### src/rtl/core/dots_pkg.sv
`default_nettype none
// ---------------------------------------------------------------------------
// dots_pkg: shared types for the deadline ordered timer set
// Word layouts, slot entry layout, controller/datapath command and status.
// ---------------------------------------------------------------------------
package dots_pkg;

	localparam int TIME_W    = 48;
	localparam int DELAY_W   = 20;
	localparam int TAG_W     = 8;
	localparam int FIRES_W   = 16;
	localparam int STAMP_W   = 32;
	localparam int SLOT_W    = 4;
	localparam int MAX_FIRES = 16;
	localparam int NFIRE_W   = $clog2(MAX_FIRES);

	typedef enum logic [1:0] {
		FN_TICK  = 2'd0,
		FN_SET   = 2'd1,
		FN_CLEAR = 2'd2
	} func_t;

	typedef enum logic [1:0] {
		KD_FIRED   = 2'd0,
		KD_SET_OK  = 2'd1,
		KD_FULL    = 2'd2,
		KD_CLEARED = 2'd3
	} kind_t;

	typedef struct packed {
		func_t              func;
		logic [DELAY_W-1:0] delay_ms;
		logic               recurring;
		logic [TAG_W-1:0]   callback_tag;
	} item_t;

	typedef struct packed {
		kind_t              kind;
		logic [SLOT_W-1:0]  slot;
		logic [TAG_W-1:0]   tag;
		logic [FIRES_W-1:0] fire_total;
		logic               last;
	} res_t;

	typedef struct packed {
		logic [TIME_W-1:0]  deadline;
		logic [DELAY_W-1:0] period;
		logic [TAG_W-1:0]   tag;
		logic [FIRES_W-1:0] fires;
		logic [STAMP_W-1:0] stamp;
	} ent_t;

	typedef struct packed {
		logic load;
		logic scan_clr;
		logic scan_run;
		logic fire;
		logic flush;
		logic set_step;
		logic set_write;
		logic refuse;
		logic clear;
	} cmd_t;

	typedef struct packed {
		logic scan_done;
		logic best_vld;
		logic fire_cap;
		logic pend_vld;
		logic out_free;
		logic free_hit;
		logic idx_last;
	} sts_t;

	// true when entry a must fire before entry b
	function automatic logic ent_earlier(ent_t a, ent_t b);
		logic [STAMP_W-1:0] diff;
		diff = a.stamp - b.stamp;
		if (a.deadline != b.deadline) begin
			return a.deadline < b.deadline;
		end
		return diff[STAMP_W-1];
	endfunction

endpackage
`default_nettype wire

### src/rtl/core/dots_ram.sv
`default_nettype none
// ---------------------------------------------------------------------------
// dots_ram: generic single write, single read RAM
// One write port, one read port with registered read data.
// ---------------------------------------------------------------------------
module dots_ram #(
	parameter int WIDTH = 8,
	parameter int DEPTH = 16
) (
	input  wire logic                     clk,
	input  wire logic                     we,
	input  wire logic [$clog2(DEPTH)-1:0] waddr,
	input  wire logic [WIDTH-1:0]         wdata,
	input  wire logic                     re,
	input  wire logic [$clog2(DEPTH)-1:0] raddr,
	output logic [WIDTH-1:0]              rdata
);

	logic [WIDTH-1:0] mem [DEPTH];

	// write and registered read
	always_ff @(posedge clk) begin
		if (we) begin
			mem[waddr] <= wdata;
		end
		if (re) begin
			rdata <= mem[raddr];
		end
	end

endmodule
`default_nettype wire

### src/rtl/core/dots_ctrl.sv
`default_nettype none
// ---------------------------------------------------------------------------
// dots_ctrl: sequencer of the timer set
// Walks one word through scan, fire, set lookup or clear steps.
// ---------------------------------------------------------------------------
module dots_ctrl
	import dots_pkg::*;
(
	input  wire logic  clk,
	input  wire logic  arst_n,
	input  wire logic  item_valid,
	input  wire func_t func,
	input  wire sts_t  sts,
	output logic       item_stall,
	output cmd_t       cmd
);

	typedef enum logic [2:0] {
		ST_IDLE,
		ST_SCAN,
		ST_FIRE,
		ST_FLUSH,
		ST_SET,
		ST_CLEAR
	} state_t;

	state_t state_q;
	state_t state_d;

	assign item_stall = (state_q != ST_IDLE);

	// decode commands and next state
	always_comb begin
		cmd     = '0;
		state_d = state_q;
		case (state_q)
			ST_IDLE: begin
				if (item_valid) begin
					cmd.load = 1'b1;
					case (func)
						FN_TICK:  state_d = ST_SCAN;
						FN_SET:   state_d = ST_SET;
						FN_CLEAR: state_d = ST_CLEAR;
						default:  state_d = ST_IDLE;
					endcase
				end
			end
			ST_SCAN: begin
				cmd.scan_run = 1'b1;
				if (sts.scan_done) begin
					state_d = ST_FIRE;
				end
			end
			ST_FIRE: begin
				if (!sts.best_vld) begin
					state_d = ST_FLUSH;
				end else if (!sts.pend_vld || sts.out_free) begin
					cmd.fire     = 1'b1;
					cmd.scan_clr = 1'b1;
					state_d      = sts.fire_cap ? ST_FLUSH : ST_SCAN;
				end
			end
			ST_FLUSH: begin
				if (!sts.pend_vld) begin
					state_d = ST_IDLE;
				end else if (sts.out_free) begin
					cmd.flush = 1'b1;
					state_d   = ST_IDLE;
				end
			end
			ST_SET: begin
				if (sts.free_hit) begin
					if (sts.out_free) begin
						cmd.set_write = 1'b1;
						state_d       = ST_IDLE;
					end
				end else if (sts.idx_last) begin
					if (sts.out_free) begin
						cmd.refuse = 1'b1;
						state_d    = ST_IDLE;
					end
				end else begin
					cmd.set_step = 1'b1;
				end
			end
			ST_CLEAR: begin
				if (sts.out_free) begin
					cmd.clear = 1'b1;
					state_d   = ST_IDLE;
				end
			end
			default: state_d = ST_IDLE;
		endcase
	end

	// hold state
	always_ff @(posedge clk or negedge arst_n) begin
		if (!arst_n) begin
			state_q <= ST_IDLE;
		end else begin
			state_q <= state_d;
		end
	end

endmodule
`default_nettype wire

### src/rtl/core/dots_dp.sv
`default_nettype none
// ---------------------------------------------------------------------------
// dots_dp: datapath of the timer set
// Time and order counters, valid bits, slot RAM, earliest-due search,
// pending fire word and the output register.
// ---------------------------------------------------------------------------
module dots_dp
	import dots_pkg::*;
#(
	parameter int NUM_SLOTS = 16
) (
	input  wire logic  clk,
	input  wire logic  arst_n,
	input  wire cmd_t  cmd,
	input  wire item_t item,
	output sts_t       sts,
	output logic       res_valid,
	input  wire logic  res_stall,
	output res_t       res
);

	localparam int SW    = $clog2(NUM_SLOTS);
	localparam int IW    = SW + 1;
	localparam int ENT_W = $bits(ent_t);

	logic [TIME_W-1:0]  time_q;
	logic [STAMP_W-1:0] order_q;
	logic [NUM_SLOTS-1:0] valid_q;
	item_t              in_q;
	logic [IW-1:0]      idx_q;
	logic               chk_vld_s1;
	logic [SW-1:0]      chk_idx_s1;
	logic               best_vld_q;
	logic [SW-1:0]      best_idx_q;
	ent_t               best_q;
	logic               pend_vld_q;
	res_t               pend_q;
	logic [NFIRE_W-1:0] nfire_q;
	logic               out_vld_q;
	res_t               out_q;

	logic               re;
	logic               we;
	logic [SW-1:0]      waddr;
	ent_t               wr_ent;
	logic [ENT_W-1:0]   rdata;
	ent_t               rd_ent;
	ent_t               fire_ent;
	ent_t               set_ent;
	logic               take;
	logic               out_free;
	logic               out_push;
	res_t               out_d;
	res_t               fire_res;

	dots_ram #(
		.WIDTH(ENT_W),
		.DEPTH(NUM_SLOTS)
	) u_ram (
		.clk  (clk),
		.we   (we),
		.waddr(waddr),
		.wdata(wr_ent),
		.re   (re),
		.raddr(idx_q[SW-1:0]),
		.rdata(rdata)
	);

	assign rd_ent = ent_t'(rdata);

	// read one slot a cycle while scanning
	assign re = cmd.scan_run && (idx_q < IW'(NUM_SLOTS));

	// keep the earliest due slot seen so far
	assign take = chk_vld_s1 && valid_q[chk_idx_s1] && (rd_ent.deadline < time_q)
		&& (!best_vld_q || ent_earlier(rd_ent, best_q));

	// next entry for the chosen slot, new set entry and the fire result word
	always_comb begin
		fire_ent          = best_q;
		fire_ent.fires    = best_q.fires + FIRES_W'(1);
		fire_ent.deadline = best_q.deadline + TIME_W'(best_q.period);
		fire_ent.stamp    = order_q;

		set_ent.deadline  = time_q + TIME_W'(in_q.delay_ms);
		set_ent.period    = in_q.recurring ? in_q.delay_ms : '0;
		set_ent.tag       = in_q.callback_tag;
		set_ent.fires     = '0;
		set_ent.stamp     = order_q;

		fire_res.kind       = KD_FIRED;
		fire_res.slot       = SLOT_W'(best_idx_q);
		fire_res.tag        = best_q.tag;
		fire_res.fire_total = fire_ent.fires;
		fire_res.last       = 1'b0;
	end

	assign we     = cmd.fire || cmd.set_write;
	assign waddr  = cmd.fire ? best_idx_q : idx_q[SW-1:0];
	assign wr_ent = cmd.fire ? fire_ent : set_ent;

	// select the word to push into the output register
	always_comb begin
		out_push = 1'b0;
		out_d    = pend_q;
		if (cmd.fire && pend_vld_q) begin
			out_push   = 1'b1;
			out_d.last = 1'b0;
		end else if (cmd.flush) begin
			out_push   = 1'b1;
			out_d.last = 1'b1;
		end else if (cmd.set_write) begin
			out_push         = 1'b1;
			out_d.kind       = KD_SET_OK;
			out_d.slot       = SLOT_W'(idx_q[SW-1:0]);
			out_d.tag        = in_q.callback_tag;
			out_d.fire_total = '0;
			out_d.last       = 1'b1;
		end else if (cmd.refuse) begin
			out_push         = 1'b1;
			out_d.kind       = KD_FULL;
			out_d.slot       = '0;
			out_d.tag        = in_q.callback_tag;
			out_d.fire_total = '0;
			out_d.last       = 1'b1;
		end else if (cmd.clear) begin
			out_push         = 1'b1;
			out_d.kind       = KD_CLEARED;
			out_d.slot       = '0;
			out_d.tag        = '0;
			out_d.fire_total = '0;
			out_d.last       = 1'b1;
		end
	end

	assign out_free = !out_vld_q || !res_stall;

	// report status
	always_comb begin
		sts.scan_done = chk_vld_s1 && (chk_idx_s1 == SW'(NUM_SLOTS - 1));
		sts.best_vld  = best_vld_q;
		sts.fire_cap  = (nfire_q == NFIRE_W'(MAX_FIRES - 1));
		sts.pend_vld  = pend_vld_q;
		sts.out_free  = out_free;
		sts.free_hit  = !valid_q[idx_q[SW-1:0]];
		sts.idx_last  = (idx_q == IW'(NUM_SLOTS - 1));
	end

	// control registers
	always_ff @(posedge clk or negedge arst_n) begin
		if (!arst_n) begin
			time_q     <= '0;
			order_q    <= '0;
			valid_q    <= '0;
			idx_q      <= '0;
			chk_vld_s1 <= 1'b0;
			best_vld_q <= 1'b0;
			pend_vld_q <= 1'b0;
			nfire_q    <= '0;
			out_vld_q  <= 1'b0;
		end else begin
			if (cmd.load) begin
				if (item.func == FN_TICK) begin
					time_q <= time_q + TIME_W'(1);
				end
				idx_q      <= '0;
				chk_vld_s1 <= 1'b0;
				best_vld_q <= 1'b0;
				nfire_q    <= '0;
			end
			if (cmd.scan_clr) begin
				idx_q      <= '0;
				chk_vld_s1 <= 1'b0;
				best_vld_q <= 1'b0;
			end
			if (cmd.scan_run) begin
				chk_vld_s1 <= re;
				if (re) begin
					idx_q <= idx_q + IW'(1);
				end
				if (take) begin
					best_vld_q <= 1'b1;
				end
			end
			if (cmd.fire) begin
				if (best_q.period == '0) begin
					valid_q[best_idx_q] <= 1'b0;
				end else begin
					order_q <= order_q + STAMP_W'(1);
				end
				nfire_q    <= nfire_q + NFIRE_W'(1);
				pend_vld_q <= 1'b1;
			end
			if (cmd.flush) begin
				pend_vld_q <= 1'b0;
			end
			if (cmd.set_step) begin
				idx_q <= idx_q + IW'(1);
			end
			if (cmd.set_write) begin
				valid_q[idx_q[SW-1:0]] <= 1'b1;
				order_q                <= order_q + STAMP_W'(1);
			end
			if (cmd.clear) begin
				valid_q <= '0;
			end
			if (out_push) begin
				out_vld_q <= 1'b1;
			end else if (!res_stall) begin
				out_vld_q <= 1'b0;
			end
		end
	end

	// payload registers
	always_ff @(posedge clk) begin
		if (cmd.load) begin
			in_q <= item;
		end
		if (re) begin
			chk_idx_s1 <= idx_q[SW-1:0];
		end
		if (cmd.scan_run && take) begin
			best_q     <= rd_ent;
			best_idx_q <= chk_idx_s1;
		end
		if (cmd.fire) begin
			pend_q <= fire_res;
		end
		if (out_push) begin
			out_q <= out_d;
		end
	end

	assign res_valid = out_vld_q;
	assign res       = out_q;

endmodule
`default_nettype wire

### src/rtl/core/deadline_ordered_timer_set.sv
`default_nettype none
// ---------------------------------------------------------------------------
// deadline_ordered_timer_set: table of one-shot and periodic ms timers
// Controller and datapath around a slot RAM, searched once per firing.
// ---------------------------------------------------------------------------
// Input channel item_valid/item_stall/item carries tick, set and clear words;
// output channel res_valid/res_stall/res carries result words, the final
// word of each input marked with last.
// One input word is worked at a time; item_stall is high from acceptance
// until its last result sits in the output register.
// Tick: each firing costs a search over the slot RAM, at most 16 firings per
// tick; a tick with nothing due gives no word. Set: free slot lookup walks
// the valid bits one a cycle.
// A stalled output register holds its word; the sequencer waits only when
// it must push another word into the full register.
// Reset clears time, order counter, valid bits and all control state; slot
// RAM contents are only used for valid slots and need no clearing.
// ---------------------------------------------------------------------------
module deadline_ordered_timer_set
	import dots_pkg::*;
#(
	parameter int NUM_SLOTS = 16
) (
	input  wire logic  clk,
	input  wire logic  arst_n,
	input  wire logic  item_valid,
	output logic       item_stall,
	input  wire item_t item,
	output logic       res_valid,
	input  wire logic  res_stall,
	output res_t       res
);

	cmd_t cmd;
	sts_t sts;

	dots_ctrl u_ctrl (
		.clk       (clk),
		.arst_n    (arst_n),
		.item_valid(item_valid),
		.func      (item.func),
		.sts       (sts),
		.item_stall(item_stall),
		.cmd       (cmd)
	);

	dots_dp #(
		.NUM_SLOTS(NUM_SLOTS)
	) u_dp (
		.clk      (clk),
		.arst_n   (arst_n),
		.cmd      (cmd),
		.item     (item),
		.sts      (sts),
		.res_valid(res_valid),
		.res_stall(res_stall),
		.res      (res)
	);

endmodule
`default_nettype wire

### config.mk
export PLATFORM = sky130hd
export DESIGN_NAME = deadline_ordered_timer_set
export DESIGN_NICKNAME = d
export VERILOG_FILES = /design/src/rtl/core/dots_pkg.sv /design/src/rtl/core/dots_ram.sv /design/src/rtl/core/dots_ctrl.sv /design/src/rtl/core/dots_dp.sv /design/src/rtl/core/deadline_ordered_timer_set.sv
export SDC_FILE = /design/constraint.sdc
export NUM_CORES = 2
export LEC_CHECK = 0
export ABC_AREA = 1
export BUFFER_PORTS_ARGS = -buffer_cell sky130_fd_sc_hd__buf_2
export CAP_MARGIN = 15
export CELL_PAD_IN_SITES_DETAIL_PLACEMENT = 0
export CELL_PAD_IN_SITES_GLOBAL_PLACEMENT = 1
export CORE_MARGIN = 8
export CORE_UTILIZATION = 47
export CTS_CLUSTER_DIAMETER = 200
export DETAILED_ROUTE_END_ITERATION = 7
export PLACE_DENSITY_LB_ADDON = 0.1
export SLEW_MARGIN = 20
export SYNTH_ARGS = -nofsm -noshare
export SYNTH_HDL_FRONTEND = slang
export SYNTH_SLANG_ARGS = --single-unit
### constraint.sdc
create_clock -name clk -period 8 [get_ports clk]
set_clock_uncertainty 0.2 [all_clocks]
set_input_delay 1.6 -clock clk [delete_from_list [all_inputs] [get_ports clk]]
set_output_delay 1.6 -clock clk [all_outputs]
set_load 0.01 [all_outputs]
* Word-level counts from Yosys, hierarchy flattened
Memory sizes are Yosys's and may differ from the RTL's. A register that Yosys moved wholly into a read port is not among the register bits.
Cells that the tools add are included.
** Storage, ports and cells
- Flip-flop bits (word level) :: 332
- Bits in writable memories :: 1984
- Memories kept :: 1
** Cells by class
- Reductions and logical operators :: 30
- Bitwise operators :: 3
- $lt $le $gt $ge :: 8
- Add/subtract/negate cells :: 8
- Multiplexer cells :: 79
- Equality and inequality tests :: 17
** Memory list
- u_dp.u_ram.mem :: depth 16, bits a word 124, rd ports 1, clocked after memory_dff 1, wr ports 1, line dots_ram.sv:19 : logic [WIDTH-1:0] mem [DEPTH];
** Operators by type and width (number)
- 124-bit two-way mux :: 1
- 48-bit by 20-bit adder with 48-bit output :: 2
- 48-bit less-than comparator :: 2
- 32-bit two-way mux :: 3
- 16-bit two-way mux :: 4
- 31-bit two-way mux :: 2
- 28-bit two-way mux :: 2
- 48-bit by 1-bit adder with 48-bit output (second input constant) :: 1
- 48-bit != test :: 1
- 1-bit two-way mux :: 41
- 32-bit by 1-bit adder with 32-bit output (second input constant) :: 1
- 32-bit subtractor :: 1
- 30-bit two-way mux :: 1
- 3-bit two-way mux :: 9
- 5-bit two-way mux :: 5
- 20-bit logical NOT :: 1
- 20-bit two-way mux :: 1
- 3-bit one-hot mux with 6 select lines :: 1
- 16-bit by 1-bit adder with 16-bit output (second input constant) :: 1
- 16-bit AND :: 1
- 16-bit NOT :: 1
- 16-bit OR :: 1
- 4-bit by 5-bit less-than comparator with 1-bit output (second input constant) :: 3
- 4-bit two-way mux :: 3
- 29 further kinds :: 56

* Longest topological paths before layout
- Depth in word-level cells :: 11
- Depth in mapped cells :: 17
- Mapped depth without buffers :: 17

* Modules after synthesis
Synthesis repeated with hierarchy kept, for this count alone.
** Unflattened totals
- Cell total of the unflattened synthesis :: 10973
- Area, all modules :: 110489.7 sq um
** Modules (own cells, without submodules)
- dots_ram :: instances 1, area an instance 88138.3 sq um, cells each 8130
- dots_dp :: instances 1, area an instance 21988.6 sq um, cells each 2775
- dots_ctrl :: instances 1, area an instance 362.8 sq um, cells each 68

* Least setup slack after synthesis
OpenSTA, ideal clock, no wires.
- Path type :: input port to flip-flop
- Start point :: input res_stall
- End point :: memory u_dp.u_ram.mem[0][0] in the netlist's numbering, enable pin
- Buffers on the path :: 0
- Slack :: -594 ps
- Data arrival time :: 7785 ps
- Library setup time :: 608 ps
- Stages on the path :: 10
- Path through :: nand2_1 > nor2_1 > inv_1 > nand2_2 > inv_1 > o21ai_0 > inv_1 > nor2_1 > nand2_1 > nor2_1
** On the way
- Word-level cells in the longest chain between the ends :: 9
- Elaborated cells between the ends (all ways) :: 13
- Those cells by class :: mux (9); reduce/logical (4)
** RTL lines
- from (decl) :: line deadline_ordered_timer_set.sv:30 : input wire logic res_stall,
- 1-bit logical NOT (*) :: line dots_dp.sv:136 : assign out_free = !out_vld_q || !res_stall;
- 1-bit logical OR (*) :: line dots_dp.sv:136
- 1-bit logical OR :: line dots_ctrl.sv:57 : end else if (!sts.pend_vld || sts.out_free) begin
- 1-bit two-way mux :: line dots_ctrl.sv:57
- 1-bit two-way mux :: line dots_ctrl.sv:55 : if (!sts.best_vld) begin
- 1-bit two-way mux :: line dots_ctrl.sv:36 : case (state_q)
- 1-bit logical OR :: line dots_dp.sv:98 : assign we = cmd.fire || cmd.set_write;
- 1-bit two-way mux :: line dots_ram.sv:23 : if (we) begin
- 1-bit two-way mux (not written as such) :: line dots_ram.sv:24 : mem[waddr] <= wdata;
- to (decl) :: line dots_ram.sv:19
Mark *: on every way between the ends. The rest lies on a longest branch, timed or not.

* Worst setup path after layout
- Start point :: input res_stall
- End point :: memory u_dp.u_ram.mem[2][71] in the netlist's numbering, enable pin
Same word-level chain as after synthesis.

==> out/results.txt <==
Syn Inst Count - 8528
Chip width - 481 µm
Peak VDD IR - 0.353 mV
Placer Congestion - 0.961
Nets - 8783
Sequential share of the synthesized area - 0.714
Gr ovfl total - 0
Clock sink count - 2440
Port bufs - 67
Crit path cell chain - buf_2 -> nand2_1 -> nor2_1 -> inv_1 -> nand2_4 -> inv_4 -> o21ai_0 -> inv_1 -> nor2_1 -> nand2_1 -> nor2_4 -> buf_12
Register bit total from synthesis - 2440
H-tree Lvls - 5
DIE AREA - 0.232 mm²
Clock Latency Late Sink - 0.91 ns
Max Cap Viol - 0
Critical Path Start Type - input port
Final routed DRC violation total - 0
CP arrival - 5.49 ns
Switching pwr - 12.7 mW
Synthesized area - 0.102 mm²
Area of the multi-input gates - 0.0261 mm²
Power Internal - 25.5 mW
Final hold vios - 0
Leak - 39.8 nW
Switching share of power - 0.332
Status - complete, no violations
Initial drt markers - 6679
Worst Tran Pin Value - 1.15 ns
Row count - 171
Register share of total power - 0.441
Vias in the first global route - 65600
Post-cts repair resize count - 0
Area leader, netlist - edfxtp_1
Hold-fix buffers, CTS - 0
Total CTS buffers - 278
Crit path capture type - flop
Maximum clock path buffer count - 4
RSZ-0062 raised after global routing - no
Clk slew on worst S/H paths - 0.06 ns
Final setup fails - 0
Maximum clock frequency - 193 MHz
Max stage delay cell, worst path - nor2_4
Worst R2R Path Depth - 12
Mapped Avg Cell Area - 11.9 µm²
Final period util - 0.647
Warnings, synthesis - 0
Crit-path leading delay family - simple AND/OR/NAND/NOR gates
Area share of the leading cell type in the synthesized netlist - 0.687
Die height - 481 µm
Routed vias/inst - 5.78
Place WS - 1.95 ns
Critical path type - in2reg
Synth area leaders - edfxtp_1 69%, o21ai_0 5.6%, nand2_1 5.0%
R2R setup slack - 3.12 ns
Layout fillers - 18600
Share of post-route cells with drive strength above 1 - 0.0708
Clk pwr share - 0.314
Hold Path End - u_dp.best_q[60]$_DFFE_PP_
DPL Wire Length - 167 mm
Top FF cell, synth - edfxtp_1
Final Max Tran Viols - 0
Initial antenna violation count - 3
DR WL/cell - 25.4 µm
Final min period - 5.18 ns
Worst rel slew slack - 0.232
Post-CTS setup-driven buffer insertion count - 0
Starting Density - 0.471
CP Buf/Inv Count - 5
Antenna viol nets, final - 0
Reg area - 0.0727 mm²
Hold crit path type - reg2reg
Logic pwr share - 0.245
Post-synth ARST share - 0.0459
Gr usage total - 0.249
RR Startpoint - u_dp.u_ram.rdata[91]$_DFFE_PP_
Hold path cells - 0
Area grow syn2layout - 12.0%
Largest net degree at the start of global routing - 221
Pwr dens - 335 mW/mm²
DR pass1 iterations - 6
HP Start - u_dp.u_ram.rdata[60]$_DFFE_PP_
Peak fanout along the critical path - 56
Cell variety after synth - 51
Root Driver - clkbuf_16
Crit-path max cell delay - 0.84 ns
Final Worst Setup Slack - 2.82 ns
CTS tree - built
First-pass GRT wire length - 433 mm
Core area - 0.216 mm²
Syn_nets - 8741
Routed vias - 67100
Worst reg2reg endpoint - u_dp.best_q[20]$_DFFE_PP_
EDFF count, synth - 2328
Total power - 38.2 mW
Routed WL - 294 mm
Boundary pin count - 68
Critical Path RT - 8.31 ns
## worst max path at each step
stage	start	depth (start not counted)	end	slack [ns]
floorplan	res_stall	10	u_dp.u_ram.mem[0][0]$_DFFE_PP_	-0.59
finish	res_stall	12	u_dp.u_ram.mem[2][71]$_DFFE_PP_	2.82
detailed placement	res_stall	12	u_dp.u_ram.mem[2][71]$_DFFE_PP_	1.95
global route	res_stall	12	u_dp.u_ram.mem[2][71]$_DFFE_PP_	2.62
CTS	res_stall	12	u_dp.u_ram.mem[2][71]$_DFFE_PP_	2.90
global placement	res_stall	12	u_dp.u_ram.mem[0][2]$_DFFE_PP_	1.87
## flip-flops by register name (all words and copies together), names as in the netlist, 3 cells and up
signal            cells
u_dp.u_ram.mem     1984
u_dp.best_q         124
u_dp.u_ram.rdata    124
u_dp.time_q          48
u_dp.order_q         32
u_dp.res             31
u_dp.in_q            29
u_dp.pend_q          28
u_dp.valid_q         16
u_dp.idx_q            5
u_dp.best_idx_q       4
u_dp.chk_idx_s1       4
u_dp.nfire_q          4
u_ctrl.state_q        3
## final cells by class
class,instances,area share
sequential,2440,0.637
multi-input combinational,5261,0.229
clock inverter,114,0.00862
inverter,406,0.0137
tap,2854,0.0313
clock buffer,350,0.0654
timing repair buffer,183,0.0149
antenna,2,0.0000439
## power groups by stage
stage	Sequential (mW)	Clock, mW	Combinational, mW
2_1_floorplan	16.7	0	6.11
3_3_place_gp	17.1	0	9.23
3_5_place_dp	17.1	0	9.36
4_1_cts	16.9	12.2	9.40
5_1_grt	17.0	12.7	10.4
6_report	16.9	12.0	9.36
## per-layer routing
layer	up-vias	GRT usage	part of all wire
li1	30800	-	-
met1	33700	0.353	0.44
met2	2143	0.405	0.47
met3	486	0.0333	0.058
met4	0	0.0707	0.029
met5	-	0	0
## stage by stage
stage / hold WS [ns] / std cells / cell area [µm²] / setup TNS (ns) / util
after global routing: 0.213 / 11600 / 114000 / 0 / 0.527
final: 0.217 / 11600 / 114000 / 0 / 0.527
after global placement: 0.202 / 11100 / 106000 / 0 / 0.488
after floorplan: 0.200 / 8528 / 102000 / -903.44 / -
after CTS: 0.214 / 11600 / 114000 / 0 / 0.527
after detailed placement: 0.205 / 11100 / 106000 / 0 / 0.488
## cells in the mapped netlist (5+ instances only)
cell,n
edfxtp_1,2328
nand2_1,1354
nor2_1,1286
o21ai_0,1140
o22ai_1,496
inv_1,396
clkbuf_1,305
nand3_1,212
ha_1,176
nand4_1,172
a21oi_1,148
dfrtp_1,112
buf_2,87
xor2_1,80
nor3_1,61
buf_1,22
nor4_1,19
xnor2_1,15
o21ai_1,10
inv_2,9
nor2_2,9
nand3b_1,8
o211ai_1,7
a21o_1,6
o31ai_1,6
a21boi_0,5
and2_1,5
nor2_4,5
## layout by cell type, fill, tap and decap left out, types with 6 or more instances in the layout
master / instances
edfxtp_1: 2328
nand2_1: 1353
nor2_1: 1265
o21ai_0: 1133
o22ai_1: 496
inv_1: 393
clkbuf_16: 285
nand3_1: 212
ha_1: 176
nand4_1: 172
a21oi_1: 147
dfrtp_1: 110
xor2_1: 80
buf_4: 77
buf_2: 66
clkbuf_1: 57
nor3_1: 56
clkinv_1: 48
buf_12: 39
clkinv_2: 34
nor2_4: 25
nor4_1: 19
bufinv_16: 17
xnor2_1: 15
o21ai_1: 15
nor2_2: 10
nand3b_1: 8
clkbuf_8: 8
inv_2: 7
o211ai_1: 7
clkinvlp_4: 7
o31ai_1: 6
a21o_1: 6
## cell families (layout without fill, tap and decap cells)
| logic type | count (synthesis) | in the layout | share of synthesized area |
|---|---|---|---|
| mux | 1 | 1 | 0.0000983 |
| simple gates | 3155 | 3155 | 0.127 |
| fa+ha+maj | 178 | 178 | 0.0220 |
| other cells | 0 | 2 | 0 |
| compound gates | 1832 | 1832 | 0.0971 |
| buf+inv | 827 | 1053 | 0.0319 |
| xor+xnor | 95 | 95 | 0.00817 |
| flops | 2440 | 2440 | 0.714 |
No activity file was read; power rests on OpenSTA's default activity.
